$ cat config.mk
export PLATFORM = sky130hd
export DESIGN_NAME = throttle_gear_ramp_sequencer
export DESIGN_NICKNAME = d
export VERILOG_FILES = /design/src/rtl/core/tgrs_pkg.sv /design/src/rtl/core/tgrs_cfg.sv /design/src/rtl/core/tgrs_seq.sv /design/src/rtl/core/tgrs_conv.sv /design/src/rtl/core/throttle_gear_ramp_sequencer.sv
export VERILOG_INCLUDE_DIRS = /design/src /design/src/rtl/core
export SDC_FILE = /design/constraint.sdc
export NUM_CORES = 2
export LEC_CHECK = 0
export ABC_AREA = 1
export BUFFER_PORTS_ARGS = -buffer_cell sky130_fd_sc_hd__buf_2
export CAP_MARGIN = 20
export CORE_UTILIZATION = 55
export CTS_CLUSTER_DIAMETER = 150
export DETAILED_ROUTE_END_ITERATION = 8
export PLACE_DENSITY = 0.72
export SETUP_SLACK_MARGIN = 0.4
export SYNTH_ARGS = -nofsm -noshare
export SYNTH_HDL_FRONTEND = slang
export SYNTH_SLANG_ARGS = --single-unit
$ cat constraint.sdc
create_clock -name clk_i -period 14.8 [get_ports clk_i]
set_input_delay 1.48 -clock clk_i [delete_from_list [all_inputs] [get_ports clk_i]]
set_output_delay 1.48 -clock clk_i [all_outputs]
set_load 0.02 [all_outputs]
$ cat src/rtl/core/assert_macros.svh
// Assertion macros shared by the sequencer RTL.
// Needs no other file; included where a module checks its own logic.
`ifndef ASSERT_MACROS_SVH
`define ASSERT_MACROS_SVH

// Same-cycle implication, disabled while in reset.
`define TGRS_ASSERT_IMP(lbl, clk, rst_n, ante, cons) \
  lbl: assert property (@(posedge clk) disable iff (!rst_n) (ante) |-> (cons)) \
    else $error("assertion failed");

// Next-cycle implication, disabled while in reset.
`define TGRS_ASSERT_NEXT(lbl, clk, rst_n, ante, cons) \
  lbl: assert property (@(posedge clk) disable iff (!rst_n) (ante) |=> (cons)) \
    else $error("assertion failed");

`endif

$ cat src/rtl/core/tgrs_pkg.sv
// Shared widths, codes, reset values and types for the throttle/gear sequencer.
// No dependencies.
package tgrs_pkg;

  localparam int WID_W  = 12;   // pulse width in us
  localparam int PAR_W  = 16;   // timer period parameters
  localparam int TICK_W = 16;
  localparam int STEP_W = 8;
  localparam int HOLD_W = 8;
  localparam int TGT_W  = 36;
  localparam int RAMP_W = 32;
  localparam int PROD_W = WID_W + PAR_W;
  localparam int ADDR_W = 6;
  localparam int DATA_W = 64;

  localparam int unsigned TIMER_TICKS_DEF     = 5000;
  localparam int unsigned USEC_PER_PERIOD_DEF = 20000;

  localparam logic [1:0] OP_FORWARD = 2'd0;
  localparam logic [1:0] OP_REVERSE = 2'd1;
  localparam logic [1:0] OP_STOP    = 2'd2;
  localparam logic [1:0] OP_STEER   = 2'd3;

  localparam logic [1:0] SPEED_CREEP     = 2'd0;
  localparam logic [1:0] SPEED_CRUISE    = 2'd1;
  localparam logic [1:0] SPEED_LUDICROUS = 2'd2;
  localparam logic [1:0] SPEED_STOP      = 2'd3;

  localparam logic [1:0] GEAR_IDLE    = 2'd0;
  localparam logic [1:0] GEAR_DRIVE   = 2'd1;
  localparam logic [1:0] GEAR_PREREV  = 2'd2;
  localparam logic [1:0] GEAR_REVERSE = 2'd3;

  localparam logic [2:0] REG_NEUTRAL_WIDTH = 3'd0;
  localparam logic [2:0] REG_FWD_TARGETS   = 3'd1;
  localparam logic [2:0] REG_REV_TARGETS   = 3'd2;
  localparam logic [2:0] REG_RAMP_STEPS    = 3'd3;
  localparam logic [2:0] REG_PREREV_WIDTH  = 3'd4;
  localparam logic [2:0] REG_PREREV_HOLD   = 3'd5;
  localparam logic [2:0] REG_STEER_RIGHT   = 3'd6;
  localparam logic [2:0] REG_STEER_LEFT    = 3'd7;

  localparam logic [WID_W-1:0]  RST_NEUTRAL_WIDTH = 12'd1500;
  localparam logic [TGT_W-1:0]  RST_FWD_TARGETS   = 36'd28527822360;
  localparam logic [TGT_W-1:0]  RST_REV_TARGETS   = 36'd21816116640;
  localparam logic [RAMP_W-1:0] RST_RAMP_STEPS    = 32'd168430090;
  localparam logic [WID_W-1:0]  RST_PREREV_WIDTH  = 12'd1400;
  localparam logic [HOLD_W-1:0] RST_PREREV_HOLD   = 8'd10;
  localparam logic [WID_W-1:0]  RST_STEER_RIGHT   = 12'd1000;
  localparam logic [WID_W-1:0]  RST_STEER_LEFT    = 12'd2000;
  localparam logic [WID_W-1:0]  RST_STEER_WIDTH   = 12'd1500;

  typedef struct packed {
    logic [WID_W-1:0]  neutral_width;
    logic [TGT_W-1:0]  fwd_targets;
    logic [TGT_W-1:0]  rev_targets;
    logic [RAMP_W-1:0] ramp_steps;
    logic [WID_W-1:0]  prerev_width;
    logic [HOLD_W-1:0] prerev_hold;
    logic [WID_W-1:0]  steer_right;
    logic [WID_W-1:0]  steer_left;
  } cfg_t;

  // One word between the state update and the tick conversion.
  typedef struct packed {
    logic [WID_W-1:0] thr_width;
    logic [WID_W-1:0] str_width;
    logic [1:0]       gear;
    logic             written;
  } item_t;

endpackage

$ cat src/rtl/core/tgrs_cfg.sv
// APB register file for the sequencer settings.
// Depends on tgrs_pkg.
module tgrs_cfg (
  input  logic                        clk_i,
  input  logic                        rst_ni,
  input  logic                        psel_i,
  input  logic                        penable_i,
  input  logic                        pwrite_i,
  input  logic [tgrs_pkg::ADDR_W-1:0] paddr_i,
  input  logic [tgrs_pkg::DATA_W-1:0] pwdata_i,
  output logic [tgrs_pkg::DATA_W-1:0] prdata_o,
  output logic                        pready_o,
  output tgrs_pkg::cfg_t              cfg_o
);

  tgrs_pkg::cfg_t cfg_q;
  logic [2:0]     idx;
  logic           wr_en;

  assign idx      = paddr_i[tgrs_pkg::ADDR_W-1:3];
  assign wr_en    = psel_i && penable_i && pwrite_i;
  assign pready_o = 1'b1;
  assign cfg_o    = cfg_q;

  always_ff @(posedge clk_i or negedge rst_ni) begin
    if (!rst_ni) begin
      cfg_q.neutral_width <= tgrs_pkg::RST_NEUTRAL_WIDTH;
      cfg_q.fwd_targets   <= tgrs_pkg::RST_FWD_TARGETS;
      cfg_q.rev_targets   <= tgrs_pkg::RST_REV_TARGETS;
      cfg_q.ramp_steps    <= tgrs_pkg::RST_RAMP_STEPS;
      cfg_q.prerev_width  <= tgrs_pkg::RST_PREREV_WIDTH;
      cfg_q.prerev_hold   <= tgrs_pkg::RST_PREREV_HOLD;
      cfg_q.steer_right   <= tgrs_pkg::RST_STEER_RIGHT;
      cfg_q.steer_left    <= tgrs_pkg::RST_STEER_LEFT;
    end else if (wr_en) begin
      case (idx)
        tgrs_pkg::REG_NEUTRAL_WIDTH:
          cfg_q.neutral_width <= pwdata_i[tgrs_pkg::WID_W-1:0];
        tgrs_pkg::REG_FWD_TARGETS:   cfg_q.fwd_targets <= pwdata_i[tgrs_pkg::TGT_W-1:0];
        tgrs_pkg::REG_REV_TARGETS:   cfg_q.rev_targets <= pwdata_i[tgrs_pkg::TGT_W-1:0];
        tgrs_pkg::REG_RAMP_STEPS:    cfg_q.ramp_steps  <= pwdata_i[tgrs_pkg::RAMP_W-1:0];
        tgrs_pkg::REG_PREREV_WIDTH:
          cfg_q.prerev_width <= pwdata_i[tgrs_pkg::WID_W-1:0];
        tgrs_pkg::REG_PREREV_HOLD:   cfg_q.prerev_hold <= pwdata_i[tgrs_pkg::HOLD_W-1:0];
        tgrs_pkg::REG_STEER_RIGHT:   cfg_q.steer_right <= pwdata_i[tgrs_pkg::WID_W-1:0];
        default:                     cfg_q.steer_left  <= pwdata_i[tgrs_pkg::WID_W-1:0];
      endcase
    end
  end

  always_comb begin
    case (idx)
      tgrs_pkg::REG_NEUTRAL_WIDTH: prdata_o = tgrs_pkg::DATA_W'(cfg_q.neutral_width);
      tgrs_pkg::REG_FWD_TARGETS:   prdata_o = tgrs_pkg::DATA_W'(cfg_q.fwd_targets);
      tgrs_pkg::REG_REV_TARGETS:   prdata_o = tgrs_pkg::DATA_W'(cfg_q.rev_targets);
      tgrs_pkg::REG_RAMP_STEPS:    prdata_o = tgrs_pkg::DATA_W'(cfg_q.ramp_steps);
      tgrs_pkg::REG_PREREV_WIDTH:  prdata_o = tgrs_pkg::DATA_W'(cfg_q.prerev_width);
      tgrs_pkg::REG_PREREV_HOLD:   prdata_o = tgrs_pkg::DATA_W'(cfg_q.prerev_hold);
      tgrs_pkg::REG_STEER_RIGHT:   prdata_o = tgrs_pkg::DATA_W'(cfg_q.steer_right);
      default:                     prdata_o = tgrs_pkg::DATA_W'(cfg_q.steer_left);
    endcase
  end

endmodule

$ cat src/rtl/core/tgrs_seq.sv
// Command state update: throttle ramp, gear sequence, hold counter, steering clamp.
// Depends on tgrs_pkg and assert_macros.svh.
`include "assert_macros.svh"

module tgrs_seq (
  input  logic                       clk_i,
  input  logic                       rst_ni,
  input  tgrs_pkg::cfg_t             cfg_i,
  input  logic                       in_valid_i,
  output logic                       in_ready_o,
  input  logic [1:0]                 op_i,
  input  logic [1:0]                 spd_i,
  input  logic [tgrs_pkg::WID_W-1:0] sw_i,
  output logic                       out_valid_o,
  input  logic                       out_ready_i,
  output tgrs_pkg::item_t            out_item_o
);

  localparam int W = tgrs_pkg::WID_W;
  localparam int S = tgrs_pkg::STEP_W;

  function automatic logic [W-1:0] sub_sat(input logic [W-1:0] a, input logic [S-1:0] b);
    logic [W-1:0] bw;
    bw = W'(b);
    return (a > bw) ? a - bw : '0;
  endfunction

  function automatic logic [W-1:0] add_sat(input logic [W-1:0] a, input logic [S-1:0] b);
    logic [W:0] s;
    s = {1'b0, a} + (W + 1)'(b);
    return s[W] ? {W{1'b1}} : s[W-1:0];
  endfunction

  logic [W-1:0] thr_q, thr_d, str_q, str_d;
  logic [1:0]   gear_q, gear_d;
  logic [tgrs_pkg::HOLD_W-1:0] hold_q, hold_d;
  logic         wr_d;
  logic         valid_q;
  tgrs_pkg::item_t item_q;
  logic         accept;

  logic [W-1:0] stop_thr;
  logic [1:0]   stop_gear;
  logic [W-1:0] fwd_tgt, rev_tgt, fwd_sum, rev_sub, sw_lo, sw_cl;

  assign in_ready_o  = !valid_q || out_ready_i;
  assign accept      = in_valid_i && in_ready_o;
  assign out_valid_o = valid_q;
  assign out_item_o  = item_q;

  assign fwd_sum = add_sat(thr_q, cfg_i.ramp_steps[0 +: S]);
  assign rev_sub = sub_sat(thr_q, cfg_i.ramp_steps[S +: S]);
  assign sw_lo   = (sw_i < cfg_i.steer_right) ? cfg_i.steer_right : sw_i;
  assign sw_cl   = (sw_lo > cfg_i.steer_left) ? cfg_i.steer_left : sw_lo;

  always_comb begin
    case (spd_i)
      tgrs_pkg::SPEED_CREEP: begin
        fwd_tgt = cfg_i.fwd_targets[0 +: W];
        rev_tgt = cfg_i.rev_targets[0 +: W];
      end
      tgrs_pkg::SPEED_CRUISE: begin
        fwd_tgt = cfg_i.fwd_targets[W +: W];
        rev_tgt = cfg_i.rev_targets[W +: W];
      end
      default: begin
        fwd_tgt = cfg_i.fwd_targets[2*W +: W];
        rev_tgt = cfg_i.rev_targets[2*W +: W];
      end
    endcase
  end

  // ramp back to neutral; pre-reverse leaves everything as is
  always_comb begin
    stop_thr  = thr_q;
    stop_gear = gear_q;
    case (gear_q)
      tgrs_pkg::GEAR_IDLE: stop_thr = cfg_i.neutral_width;
      tgrs_pkg::GEAR_DRIVE: begin
        if (thr_q > cfg_i.neutral_width) begin
          stop_thr = sub_sat(thr_q, cfg_i.ramp_steps[2*S +: S]);
        end else begin
          stop_thr  = cfg_i.neutral_width;
          stop_gear = tgrs_pkg::GEAR_IDLE;
        end
      end
      tgrs_pkg::GEAR_REVERSE: begin
        if (thr_q < cfg_i.neutral_width) begin
          stop_thr = add_sat(thr_q, cfg_i.ramp_steps[3*S +: S]);
        end else begin
          stop_thr  = cfg_i.neutral_width;
          stop_gear = tgrs_pkg::GEAR_IDLE;
        end
      end
      default: ;
    endcase
  end

  always_comb begin
    thr_d  = thr_q;
    str_d  = str_q;
    gear_d = gear_q;
    hold_d = hold_q;
    wr_d   = 1'b1;
    case (op_i)
      tgrs_pkg::OP_FORWARD: begin
        if (gear_q == tgrs_pkg::GEAR_PREREV || gear_q == tgrs_pkg::GEAR_REVERSE) begin
          wr_d = 1'b0;
        end else if (spd_i == tgrs_pkg::SPEED_STOP) begin
          thr_d  = stop_thr;
          gear_d = stop_gear;
        end else begin
          if (thr_q < fwd_tgt) begin
            thr_d = (fwd_sum > fwd_tgt) ? fwd_tgt : fwd_sum;
          end else begin
            thr_d = fwd_tgt;
          end
          gear_d = tgrs_pkg::GEAR_DRIVE;
        end
      end
      tgrs_pkg::OP_REVERSE: begin
        case (gear_q)
          tgrs_pkg::GEAR_REVERSE: begin
            if (spd_i == tgrs_pkg::SPEED_STOP) begin
              thr_d  = stop_thr;
              gear_d = stop_gear;
            end else if (thr_q > rev_tgt) begin
              thr_d = rev_sub;   // no clamp at target on the way down
            end else begin
              thr_d = rev_tgt;
            end
          end
          tgrs_pkg::GEAR_DRIVE: begin
            thr_d  = stop_thr;
            gear_d = stop_gear;
          end
          tgrs_pkg::GEAR_IDLE: begin
            gear_d = tgrs_pkg::GEAR_PREREV;
            thr_d  = rev_sub;
          end
          default: begin
            if (thr_q > cfg_i.prerev_width) begin
              thr_d  = rev_sub;
              hold_d = '0;
            end else if (hold_q < cfg_i.prerev_hold) begin
              thr_d  = cfg_i.prerev_width;
              hold_d = hold_q + 1'b1;
            end else begin
              gear_d = tgrs_pkg::GEAR_REVERSE;
              thr_d  = cfg_i.neutral_width;
              hold_d = '0;
            end
          end
        endcase
      end
      tgrs_pkg::OP_STOP: begin
        thr_d  = stop_thr;
        gear_d = stop_gear;
      end
      default: begin   // steer
        str_d = sw_cl;
        wr_d  = 1'b0;
      end
    endcase
  end

  always_ff @(posedge clk_i or negedge rst_ni) begin
    if (!rst_ni) begin
      thr_q   <= tgrs_pkg::RST_NEUTRAL_WIDTH;
      str_q   <= tgrs_pkg::RST_STEER_WIDTH;
      gear_q  <= tgrs_pkg::GEAR_IDLE;
      hold_q  <= '0;
      valid_q <= 1'b0;
    end else if (accept) begin
      thr_q   <= thr_d;
      str_q   <= str_d;
      gear_q  <= gear_d;
      hold_q  <= hold_d;
      valid_q <= 1'b1;
    end else if (out_ready_i) begin
      valid_q <= 1'b0;
    end
  end

  always_ff @(posedge clk_i) begin
    if (accept) begin
      item_q.thr_width <= thr_d;
      item_q.str_width <= str_d;
      item_q.gear      <= gear_d;
      item_q.written   <= wr_d;
    end
  end

  // hold count only runs during the pre-reverse dip
  `TGRS_ASSERT_IMP(a_hold_only_prerev, clk_i, rst_ni, hold_q != '0,
                   gear_q == tgrs_pkg::GEAR_PREREV)
  // a command that does not write the throttle leaves throttle and gear alone
  `TGRS_ASSERT_NEXT(a_nowrite_keeps_thr, clk_i, rst_ni, accept && !wr_d,
                    thr_q == $past(thr_q) && gear_q == $past(gear_q))

endmodule

$ cat src/rtl/core/tgrs_conv.sv
// Width-to-tick conversion pipeline: ticks = TICKS * width / USEC for both lanes.
// Depends on tgrs_pkg and assert_macros.svh.
`include "assert_macros.svh"

module tgrs_conv #(
  parameter int unsigned TIMER_TICKS     = tgrs_pkg::TIMER_TICKS_DEF,
  parameter int unsigned USEC_PER_PERIOD = tgrs_pkg::USEC_PER_PERIOD_DEF
) (
  input  logic                        clk_i,
  input  logic                        rst_ni,
  input  logic                        in_valid_i,
  output logic                        in_ready_o,
  input  tgrs_pkg::item_t             in_item_i,
  output logic                        out_valid_o,
  input  logic                        out_ready_i,
  output logic [tgrs_pkg::TICK_W-1:0] thr_ticks_o,
  output logic [tgrs_pkg::TICK_W-1:0] str_ticks_o,
  output logic [1:0]                  gear_o,
  output logic                        written_o
);

  localparam int PW = tgrs_pkg::PROD_W;
  localparam int QW = PW + 1;
  localparam int EW = PW + QW;
  localparam int AW = tgrs_pkg::PAR_W;
  localparam longint unsigned RECIP_L = (64'd1 << PW) / USEC_PER_PERIOD;
  localparam logic [QW-1:0] RECIP = QW'(RECIP_L);
  localparam logic [AW-1:0] TICKS = AW'(TIMER_TICKS);
  localparam logic [AW-1:0] USEC  = AW'(USEC_PER_PERIOD);

  logic v1_q, v2_q, v3_q, v4_q;
  logic rdy1, rdy2, rdy3, rdy4;

  // lane 0 throttle, lane 1 steering
  logic [1:0][PW-1:0] p1_q, p2_q, p3_q;
  logic [1:0][EW-1:0] e2_q;
  logic [1:0][QW-1:0] qe3_q, c3_q, rem, q4;
  logic [1:0][tgrs_pkg::TICK_W-1:0] ticks_q;
  logic [1:0][1:0] gear_s;
  logic [3:0]      wr_s;
  logic [1:0]      gear4_q;
  logic [1:0]      gear_out_q;
  logic [1:0][tgrs_pkg::WID_W-1:0] w_in;

  assign rdy4 = !v4_q || out_ready_i;
  assign rdy3 = !v3_q || rdy4;
  assign rdy2 = !v2_q || rdy3;
  assign rdy1 = !v1_q || rdy2;
  assign in_ready_o = rdy1;

  assign w_in[0] = in_item_i.thr_width;
  assign w_in[1] = in_item_i.str_width;

  always_comb begin
    for (int l = 0; l < 2; l++) begin
      rem[l] = {1'b0, p3_q[l]} - c3_q[l];
      q4[l]  = (rem[l] >= QW'(USEC)) ? qe3_q[l] + 1'b1 : qe3_q[l];
    end
  end

  always_ff @(posedge clk_i or negedge rst_ni) begin
    if (!rst_ni) begin
      v1_q <= 1'b0;
      v2_q <= 1'b0;
      v3_q <= 1'b0;
      v4_q <= 1'b0;
    end else begin
      if (rdy1) v1_q <= in_valid_i;
      if (rdy2) v2_q <= v1_q;
      if (rdy3) v3_q <= v2_q;
      if (rdy4) v4_q <= v3_q;
    end
  end

  always_ff @(posedge clk_i) begin
    for (int l = 0; l < 2; l++) begin
      if (rdy1 && in_valid_i) begin
        p1_q[l] <= {{tgrs_pkg::WID_W{1'b0}}, TICKS} * {{AW{1'b0}}, w_in[l]};
      end
      if (rdy2 && v1_q) begin
        p2_q[l] <= p1_q[l];
        e2_q[l] <= {{QW{1'b0}}, p1_q[l]} * {{PW{1'b0}}, RECIP};
      end
      if (rdy3 && v2_q) begin
        p3_q[l]  <= p2_q[l];
        qe3_q[l] <= e2_q[l][EW-1:PW];
        c3_q[l]  <= QW'(e2_q[l][EW-1:PW] * USEC);
      end
      if (rdy4 && v3_q) begin
        ticks_q[l] <= q4[l][tgrs_pkg::TICK_W-1:0];
      end
    end
    if (rdy1 && in_valid_i) begin
      gear_s[0] <= in_item_i.gear;
      wr_s[0]   <= in_item_i.written;
    end
    if (rdy2 && v1_q) begin
      gear_s[1] <= gear_s[0];
      wr_s[1]   <= wr_s[0];
    end
    if (rdy3 && v2_q) begin
      gear4_q <= gear_s[1];
      wr_s[2] <= wr_s[1];
    end
    if (rdy4 && v3_q) begin
      gear_out_q <= gear4_q;
      wr_s[3]    <= wr_s[2];
    end
  end

  assign out_valid_o = v4_q;
  assign thr_ticks_o = ticks_q[0];
  assign str_ticks_o = ticks_q[1];
  assign gear_o      = gear_out_q;
  assign written_o   = wr_s[3];

  // reciprocal estimate is never more than one short
  `TGRS_ASSERT_IMP(a_rem_bound, clk_i, rst_ni, v3_q,
                   rem[0] < (QW'(USEC) << 1) && rem[1] < (QW'(USEC) << 1))
  // a word in the last stage moves to the output when there is room
  `TGRS_ASSERT_NEXT(a_stage_advance, clk_i, rst_ni, v3_q && rdy4, v4_q)

endmodule

$ cat src/rtl/core/throttle_gear_ramp_sequencer.sv
// Throttle/gear ramp sequencer top level: APB settings, command state update and
// tick conversion. Depends on tgrs_pkg, tgrs_cfg, tgrs_seq, tgrs_conv.
//
// Takes one command word per clock while s_axis_tready is high (forward,
// reverse, stop or steer with a speed grade or steering width) and returns one
// result word per command, in order: throttle and steering compare values in
// timer ticks, the gear after the command, and a flag telling whether the
// throttle output was written. The throttle/gear/hold state is updated at the
// edge the command is accepted, so the next command may follow in the very
// next cycle. The state-update output register loads at the accepting edge;
// four stages of width-to-tick conversion follow (multiply by TIMER_TICKS,
// multiply by a fixed reciprocal of USEC_PER_PERIOD, back-multiply for the
// remainder, one-step correction) before the result word is valid. Sustained
// rate is one word per cycle while the output is not stalled; each stage has
// its own ready, so a stalled output only backs up as far as it has to.
// Settings are written over APB at byte address 8*index and should change only
// while no command is in flight; they affect later commands only.

module throttle_gear_ramp_sequencer #(
  parameter int unsigned TIMER_TICKS     = tgrs_pkg::TIMER_TICKS_DEF,
  parameter int unsigned USEC_PER_PERIOD = tgrs_pkg::USEC_PER_PERIOD_DEF
) (
  input  logic                        clk_i,
  input  logic                        rst_ni,
  // command stream
  input  logic                        s_axis_tvalid,
  output logic                        s_axis_tready,
  input  logic [15:0]                 s_axis_tdata,  // [1:0] speed, [13:2] steer_width
  input  logic [1:0]                  s_axis_tuser,  // [1:0] operation
  // result stream
  output logic                        m_axis_tvalid,
  input  logic                        m_axis_tready,
  output logic [39:0]                 m_axis_tdata,  // [15:0] throttle_ticks,
                                                     // [31:16] steering_ticks, [33:32] gear
  output logic [0:0]                  m_axis_tuser,  // [0] throttle_written
  // settings
  input  logic                        psel,
  input  logic                        penable,
  input  logic                        pwrite,
  input  logic [tgrs_pkg::ADDR_W-1:0] paddr,
  input  logic [tgrs_pkg::DATA_W-1:0] pwdata,
  output logic [tgrs_pkg::DATA_W-1:0] prdata,
  output logic                        pready
);

  tgrs_pkg::cfg_t  cfg;
  tgrs_pkg::item_t item;
  logic            item_valid, item_ready;
  logic [tgrs_pkg::TICK_W-1:0] thr_ticks, str_ticks;
  logic [1:0]      gear;
  logic            written;

  tgrs_cfg u_cfg (
    .clk_i     (clk_i),
    .rst_ni    (rst_ni),
    .psel_i    (psel),
    .penable_i (penable),
    .pwrite_i  (pwrite),
    .paddr_i   (paddr),
    .pwdata_i  (pwdata),
    .prdata_o  (prdata),
    .pready_o  (pready),
    .cfg_o     (cfg)
  );

  // state update happens on the accepting edge
  tgrs_seq u_seq (
    .clk_i       (clk_i),
    .rst_ni      (rst_ni),
    .cfg_i       (cfg),
    .in_valid_i  (s_axis_tvalid),
    .in_ready_o  (s_axis_tready),
    .op_i        (s_axis_tuser),
    .spd_i       (s_axis_tdata[1:0]),
    .sw_i        (s_axis_tdata[13:2]),
    .out_valid_o (item_valid),
    .out_ready_i (item_ready),
    .out_item_o  (item)
  );

  tgrs_conv #(
    .TIMER_TICKS     (TIMER_TICKS),
    .USEC_PER_PERIOD (USEC_PER_PERIOD)
  ) u_conv (
    .clk_i       (clk_i),
    .rst_ni      (rst_ni),
    .in_valid_i  (item_valid),
    .in_ready_o  (item_ready),
    .in_item_i   (item),
    .out_valid_o (m_axis_tvalid),
    .out_ready_i (m_axis_tready),
    .thr_ticks_o (thr_ticks),
    .str_ticks_o (str_ticks),
    .gear_o      (gear),
    .written_o   (written)
  );

  // pad to whole bytes
  assign m_axis_tdata = {6'd0, gear, str_ticks, thr_ticks};
  assign m_axis_tuser = written;

endmodule
Word-level counts from Yosys, hierarchy flattened
Cells that the tools add are included.
{"block": "totals", "latch_bits": 0, "mem_bits_ro": 0, "mem_bits_rw": 0, "mem_count": 0, "out_inout_bits": 108, "reg_bits": 554, "inputBits": 95}
{"block": "classes", "shift": 0, "n_div": 0, "reduce_logical": 36, "bitwise": 2, "n_addsub": 9, "n_eq_ne": 13, "magnitude_cmp": 13, "multipliers": 6, "muxes": 41}
{"cell": "36-bit one-hot mux with 7 select lines", "count": 1}
{"cell": "12-bit two-way mux", "count": 17}
{"cell": "12-bit one-hot mux with 3 select lines", "count": 3}
{"cell": "22-bit by 14-bit multiplier with 36-bit output, second input constant", "count": 2}
{"cell": "12-bit > comparator", "count": 5}
{"cell": "29-bit by 15-bit greater-or-equal comparator with 1-bit output, second input constant", "count": 2}
{"cell": "25-bit by 29-bit subtractor with 29-bit output", "count": 2}
{"cell": "14-bit by 10-bit multiplier with 24-bit output, second input constant", "count": 2}
{"cell": "12-bit one-hot mux with 2 select lines", "count": 2}
{"cell": "10-bit by 12-bit multiplier with 22-bit output, first input constant", "count": 2}
{"cell": "12-bit < comparator", "count": 3}
{"cell": "14-bit by 1-bit adder with 15-bit output, second input constant", "count": 2}
{"cell": "14-bit two-way mux", "count": 2}
{"cell": "12-bit by 8-bit adder with 13-bit output", "count": 2}
{"cell": "12-bit by 8-bit > comparator with 1-bit output", "count": 2}
{"cell": "12-bit by 8-bit subtractor with 12-bit output", "count": 2}
{"cell": "8-bit two-way mux", "count": 2}
{"cell": "2-bit AND reduction", "count": 8}
{"cell": "2-bit two-way mux", "count": 7}
{"cell": "2-bit one-hot mux with 3 select lines", "count": 2}
{"cell": "3-bit == test, second input constant", "count": 3}
{"cell": "8-bit by 1-bit adder with 8-bit output, second input constant", "count": 1}
{"cell": "2-bit == test, second input constant", "count": 4}
{"cell": "8-bit < comparator", "count": 1}
{"cell": "other kinds (17)", "count": 41}

Logic depth before layout (Yosys ltp)
{"block": "depth", "ltp_word": 8, "mapped_depth": 31, "ltp_nobuf": 30}

By module
From an unflattened synthesis, not the netlist that was laid out.
{"block": "hier_totals", "hier_cells": 5844, "area_unflattened_um2": 47236.6}
{"module": "tgrs_conv", "cells_per_inst": 3312, "area_per_inst_um2": 29833.6, "seq_area_each_um2": 7307.0, "instances": 1}
{"module": "tgrs_seq", "cells_per_inst": 1630, "area_per_inst_um2": 9913.3, "seq_area_each_um2": 1704.1, "instances": 1}
{"module": "tgrs_cfg", "cells_per_inst": 895, "area_per_inst_um2": 7440.9, "seq_area_each_um2": 4080.2, "instances": 1}
{"module": "throttle_gear_ramp_sequencer", "cells_per_inst": 7, "area_per_inst_um2": 48.8, "seq_area_each_um2": 0.0, "instances": 1}

Worst setup path after synthesis
OpenSTA, ideal clock, no wires.
{"block": "synth_path", "path_kind": "reg2reg", "from": "register u_conv.p1_q[35] in the netlist's numbering", "to": "register u_conv.e2_q[94] in the netlist's numbering, data pin", "slack_ps": 9629, "required_time_ps": 14541, "arrival_time_ps": 4912, "setup_ps": 259, "stages_incl_launch_ff": 22, "path_buffers": 0, "synth_period_minus_slack_ps": 5171, "path_cell_list": "edfxtp_1 > ha_1 > fa_1 > inv_1 > fa_1 > inv_1 > fa_1 > fa_1 > inv_1 > fa_1 > inv_1 > ha_1 > a21oi_1 > o21ai_0 > a21o_1 > a221oi_1 > nand2_1 > nand2_1 > nand2_1 > nand2_1 > nand2_1 > xor2_1"}
{"block": "synth_between", "elab_chain_len": 1}
{"item": "from (decl)", "line_no": "tgrs_conv.sv:35", "text": "logic [1:0][PW-1:0] p1_q, p2_q, p3_q;"}
{"item": "from (signal, indexed assignment)", "line_no": "tgrs_conv.sv:78", "text": "p1_q[l] <= {{tgrs_pkg::WID_W{1'b0}}, TICKS} * {{AW{1'b0}}, w_in[l]};"}
{"item": "22-bit by 14-bit multiplier with 36-bit output", "line_no": "tgrs_conv.sv:82", "text": "e2_q[l] <= {{QW{1'b0}}, p1_q[l]} * {{PW{1'b0}}, RECIP};"}
{"item": "to (signal, indexed assignment)", "line_no": "tgrs_conv.sv:82"}
{"item": "to (decl)", "line_no": "tgrs_conv.sv:36", "text": "logic [1:0][EW-1:0] e2_q;"}
Every way passes these cells.
A chain may end at the register's enable or synchronous reset.

Final worst setup path
{"block": "layout_path", "from": "register u_conv.p1_q[38] in the netlist's numbering", "to": "register u_conv.e2_q[95] in the netlist's numbering, data pin"}
The elaborated chain is that of the path after synthesis.

==> run_results.csv <==
group,metric,value,unit
floorplanning,fp.coreArea,80700,um^2
clock_tree,path_clk_slew,0.06,ns
sta,period_minus_slack,5.70,ns
synth,yosys.cell_count.top_type,"nand2_1",
place,io_buffers,126,
min_path,hp-class,"reg2reg",
worst_setup_path,reg2reg_from,"u_conv.p1_q[38]",
floorplanning,fp.dieH,288,um
worst_setup_path,reg2reg_depth,20,
synth,synth_xor_area_share,2.88,%
sta,period_share,38.5,%
floorplanning,row_count,104,
drt,via_per_inst,5.49,
clock_tree,clkSinkCount,474,
clock_tree,htreeDepth,2,
synth,synth_warnings,0,
worst_setup_path,cp_cell_sequence,"ha_1 -> fa_1 -> inv_1 -> fa_1 -> fa_1 -> inv_1 -> fa_1 -> inv_1 -> fa_1 -> inv_1 -> ha_1 -> a21oi_1 -> nor3_1 -> a2111oi_0 -> nand2_1 -> nand3_1 -> nand2_1 -> nand2_1 -> nand2_1 -> xor2_1",
synth,ys_ff_latch,474,
synth,synthArstFlopShare,42.0,%
worst_setup_path,crit_path_frequent_cell,"fa_1",
global_route,grt_use_total,28.9,%
worst_setup_path,critPathMaxFanout,5,
synth,synth_cells,5243,
min_path,hold_end,"u_conv.gear_s[3]",
sta,setup_violations,0,
synth,yosysSeqAreaShare,29.7,%
worst_setup_path,arrival,6.05,ns
clock_tree,cts_setup_buffers,0,
final_layout,syn2layout_area_growth,7.45,%
drt,drt-wirelength-per-cell,18.2,um
floorplanning,die_w,288,um
final_layout,drive_above_1_share,6.59,%
floorplanning,die_area,82800,um^2
sta,final-hold-violation-count,0,
synth,synth-adder-area-share,31.4,%
worst_setup_path,reg2reg_to,"u_conv.e2_q[95]",
synth,synth.top_cell.area_share,18.4,%
clock_tree,cts_tree,"built",
drt,dr_total_vias,35400,
global_route,antenna_found_initial,2,
synth,muxShareOfSynthArea,0,%
synth,synth_top_cell_by_area,"edfxtp_1",
drt,first_iter_violations,2475,
min_path,min_from,"u_conv.gear_s[1]",
global_route,grt_first_pass_wirelength,187000,um
sta,slew_violations,0,
sta,clock.fmax,0.176,GHz
global_route,grt_overflow_total,0,
sta,fin_tns_setup,0,ns
flow_run,drv_cap,0,
run_status,violations,"design-rule violations",
worst_setup_path,cpPeakStageDelay,0.55,ns
synth,synth_ff_type,"edfxtp_1",
min_path,hold_depth,0,
sta,rsz0062_at_grt,"no",
floorplanning,pin_count,203,
drt,drc,22,
worst_setup_path,crit_path_start_kind,"flop",
worst_setup_path,critPathKind,"reg2reg",
place,dp_hpwl,94400,um
synth,yosysUniqueCellTypes,64,
clock_tree,cts_root_buf,"clkbuf_16",
clock_tree,clock_latency,0.62,ns
clock_tree,numCtsBuffers,53,
sta,worst_pin_slew,1.02,ns
sta,clock_skew,0.0160,ns
floorplanning,initial_utilization,55.7,%
synth,synth-edff-count,275,
global_route,grt_pass1_vias,35100,
place,gp_congestion,0.977,
synth,synth_top_family_by_area,"adder cells",
synth,synth_simple_gate_area_share,15.4,%
global_route,grt_max_degree,75,
final_layout,num_antenna_cells,0,
synth,synth_common_cells,"1,100 x nand2_1, 984 x inv_1, 647 x ha_1",
synth,synthTopCellsByArea,"edfxtp_1 18%, ha_1 18%, fa_1 13%, nand2_1 9.2%, inv_1 8.2%",
clock_tree,postCtsHoldBufs,0,
synth,synth_area,44900,um^2
clock_tree,cts_resized,0,
synth,syn_avg_cell_area,8.57,um^2
sta,slew_headroom,31.4,%
synth,synth_compound_area_share,10.7,%
clock_tree,cts_buffer_depth,3,
worst_setup_path,timing.reg2reg.setup_slack,9.10,ns
worst_setup_path,critical-path-slowest-cell,"edfxtp_1",
worst_setup_path,required,15.16,ns
drt,firstDrtPassIters,8,
drt,routed_wl,117000,um
run_status,status,"complete, but fails checks",
final_layout,nNetsFinal,6390,
drt,antenna_left,0,
worst_setup_path,cp-end-kind,"flop",
==> placed cells by master, fill, tap and decap left out, types with 13 or more instances in the layout <==
| cell | count |
|---|---|
| a21o_1 | 13 |
| a21oi_1 | 289 |
| a221oi_1 | 22 |
| a31oi_1 | 13 |
| buf_2 | 125 |
| buf_4 | 24 |
| clkbuf_16 | 54 |
| conb_1 | 43 |
| dfrtp_1 | 124 |
| dfstp_2 | 75 |
| edfxtp_1 | 275 |
| fa_1 | 300 |
| ha_1 | 647 |
| inv_1 | 982 |
| nand2_1 | 1097 |
| nand3_1 | 206 |
| nand4_1 | 47 |
| nor2_1 | 249 |
| nor3_1 | 29 |
| o211ai_1 | 39 |
| o21a_1 | 19 |
| o21ai_0 | 345 |
| o21bai_1 | 15 |
| o22ai_1 | 34 |
| xnor2_1 | 38 |
| xor2_1 | 108 |
==> worst max-delay path: cells and delay by family (launching register included) <==
kind	cells	cell delay, ns
AO/OA/AOI/OAI	2	0.60
XOR/XNOR	1	0.14
adder cells (fa/ha/maj)	7	3.32
buffers and inverters	4	0.21
flip-flops	1	0.55
AND/OR/NAND/NOR	6	0.59
==> routing by layer <==
layer	vias to the layer above	wire length (um)	track usage, %
met2	1114	55900	49.4
met4	4	5130	11.2
met1	16800	49400	37.3
li1	17300	-	-
met3	251	6790	3.83
met5	-	26	0
==> area by class of cell <==
type / count / area, um^2
Tap cell: 1060 / 1330
Inverter: 993 / 3730
Fill cell: 7191 / 32400
Multi-Input combinational cell: 3675 / 27300
Clock inverter: 30 / 278
Sequential cell: 474 / 13300
Clock buffer: 68 / 1430
Timing Repair Buffer: 151 / 840
==> registers in the layout, indices dropped and copies added (netlist names), 4 cells and up <==
| register | count |
|---|---|
| u_conv.p1_q | 44 |
| u_seq.str_q | 12 |
| u_conv.qe3_q | 14 |
| u_conv.p3_q | 44 |
| u_conv.wr_s | 4 |
| u_conv.gear_s | 4 |
| u_conv.str_ticks_o | 12 |
| u_conv.p2_q | 44 |
| u_seq.hold_q | 8 |
| u_seq.out_item_o | 27 |
| u_conv.e2_q | 22 |
| u_conv.c3_q | 44 |
| u_seq.thr_q | 12 |
| u_conv.thr_ticks_o | 12 |
| u_cfg.cfg_o | 160 |
==> kinds of logic (layout without fill, tap and decap cells) <==
kind of cell	count (synthesis)	count (layout)
AO/OA/AOI/OAI	852	852
adder cells (fa/ha/maj)	947	947
flip-flops	474	474
other	2	43
XOR/XNOR	147	147
AND/OR/NAND/NOR	1686	1686
buffers and inverters	1135	1242
==> stage by stage <==
step                util, %  cells  hold slack (ns)  setup WS, ns  area [um^2]
floorplan                 -   5284            0.400          9.63        45100
global placement       57.7   6352            0.401          9.10        46500
detailed placement     57.7   6352            0.405          9.14        46500
CTS                    59.8   6450            0.409          9.12        48200
global route           59.8   6451            0.419          8.78        48300
finish                 59.8   6451            0.413          9.10        48300
==> worst max-delay path by stage <==
stage                          from              end  slack, ns  cells past startpoint
floorplan           u_conv.p1_q[35]  u_conv.e2_q[94]       9.63                     21
global placement    u_conv.p1_q[38]  u_conv.e2_q[95]       9.10                     20
detailed placement  u_conv.p1_q[38]  u_conv.e2_q[95]       9.14                     20
CTS                 u_conv.p1_q[38]  u_conv.e2_q[95]       9.12                     20
global route        u_conv.p1_q[39]  u_conv.e2_q[95]       8.78                     20
finish              u_conv.p1_q[38]  u_conv.e2_q[95]       9.10                     20
Power is not shown: default switching activity piles up to over one toggle a cycle in this logic, so the estimate is an artifact.
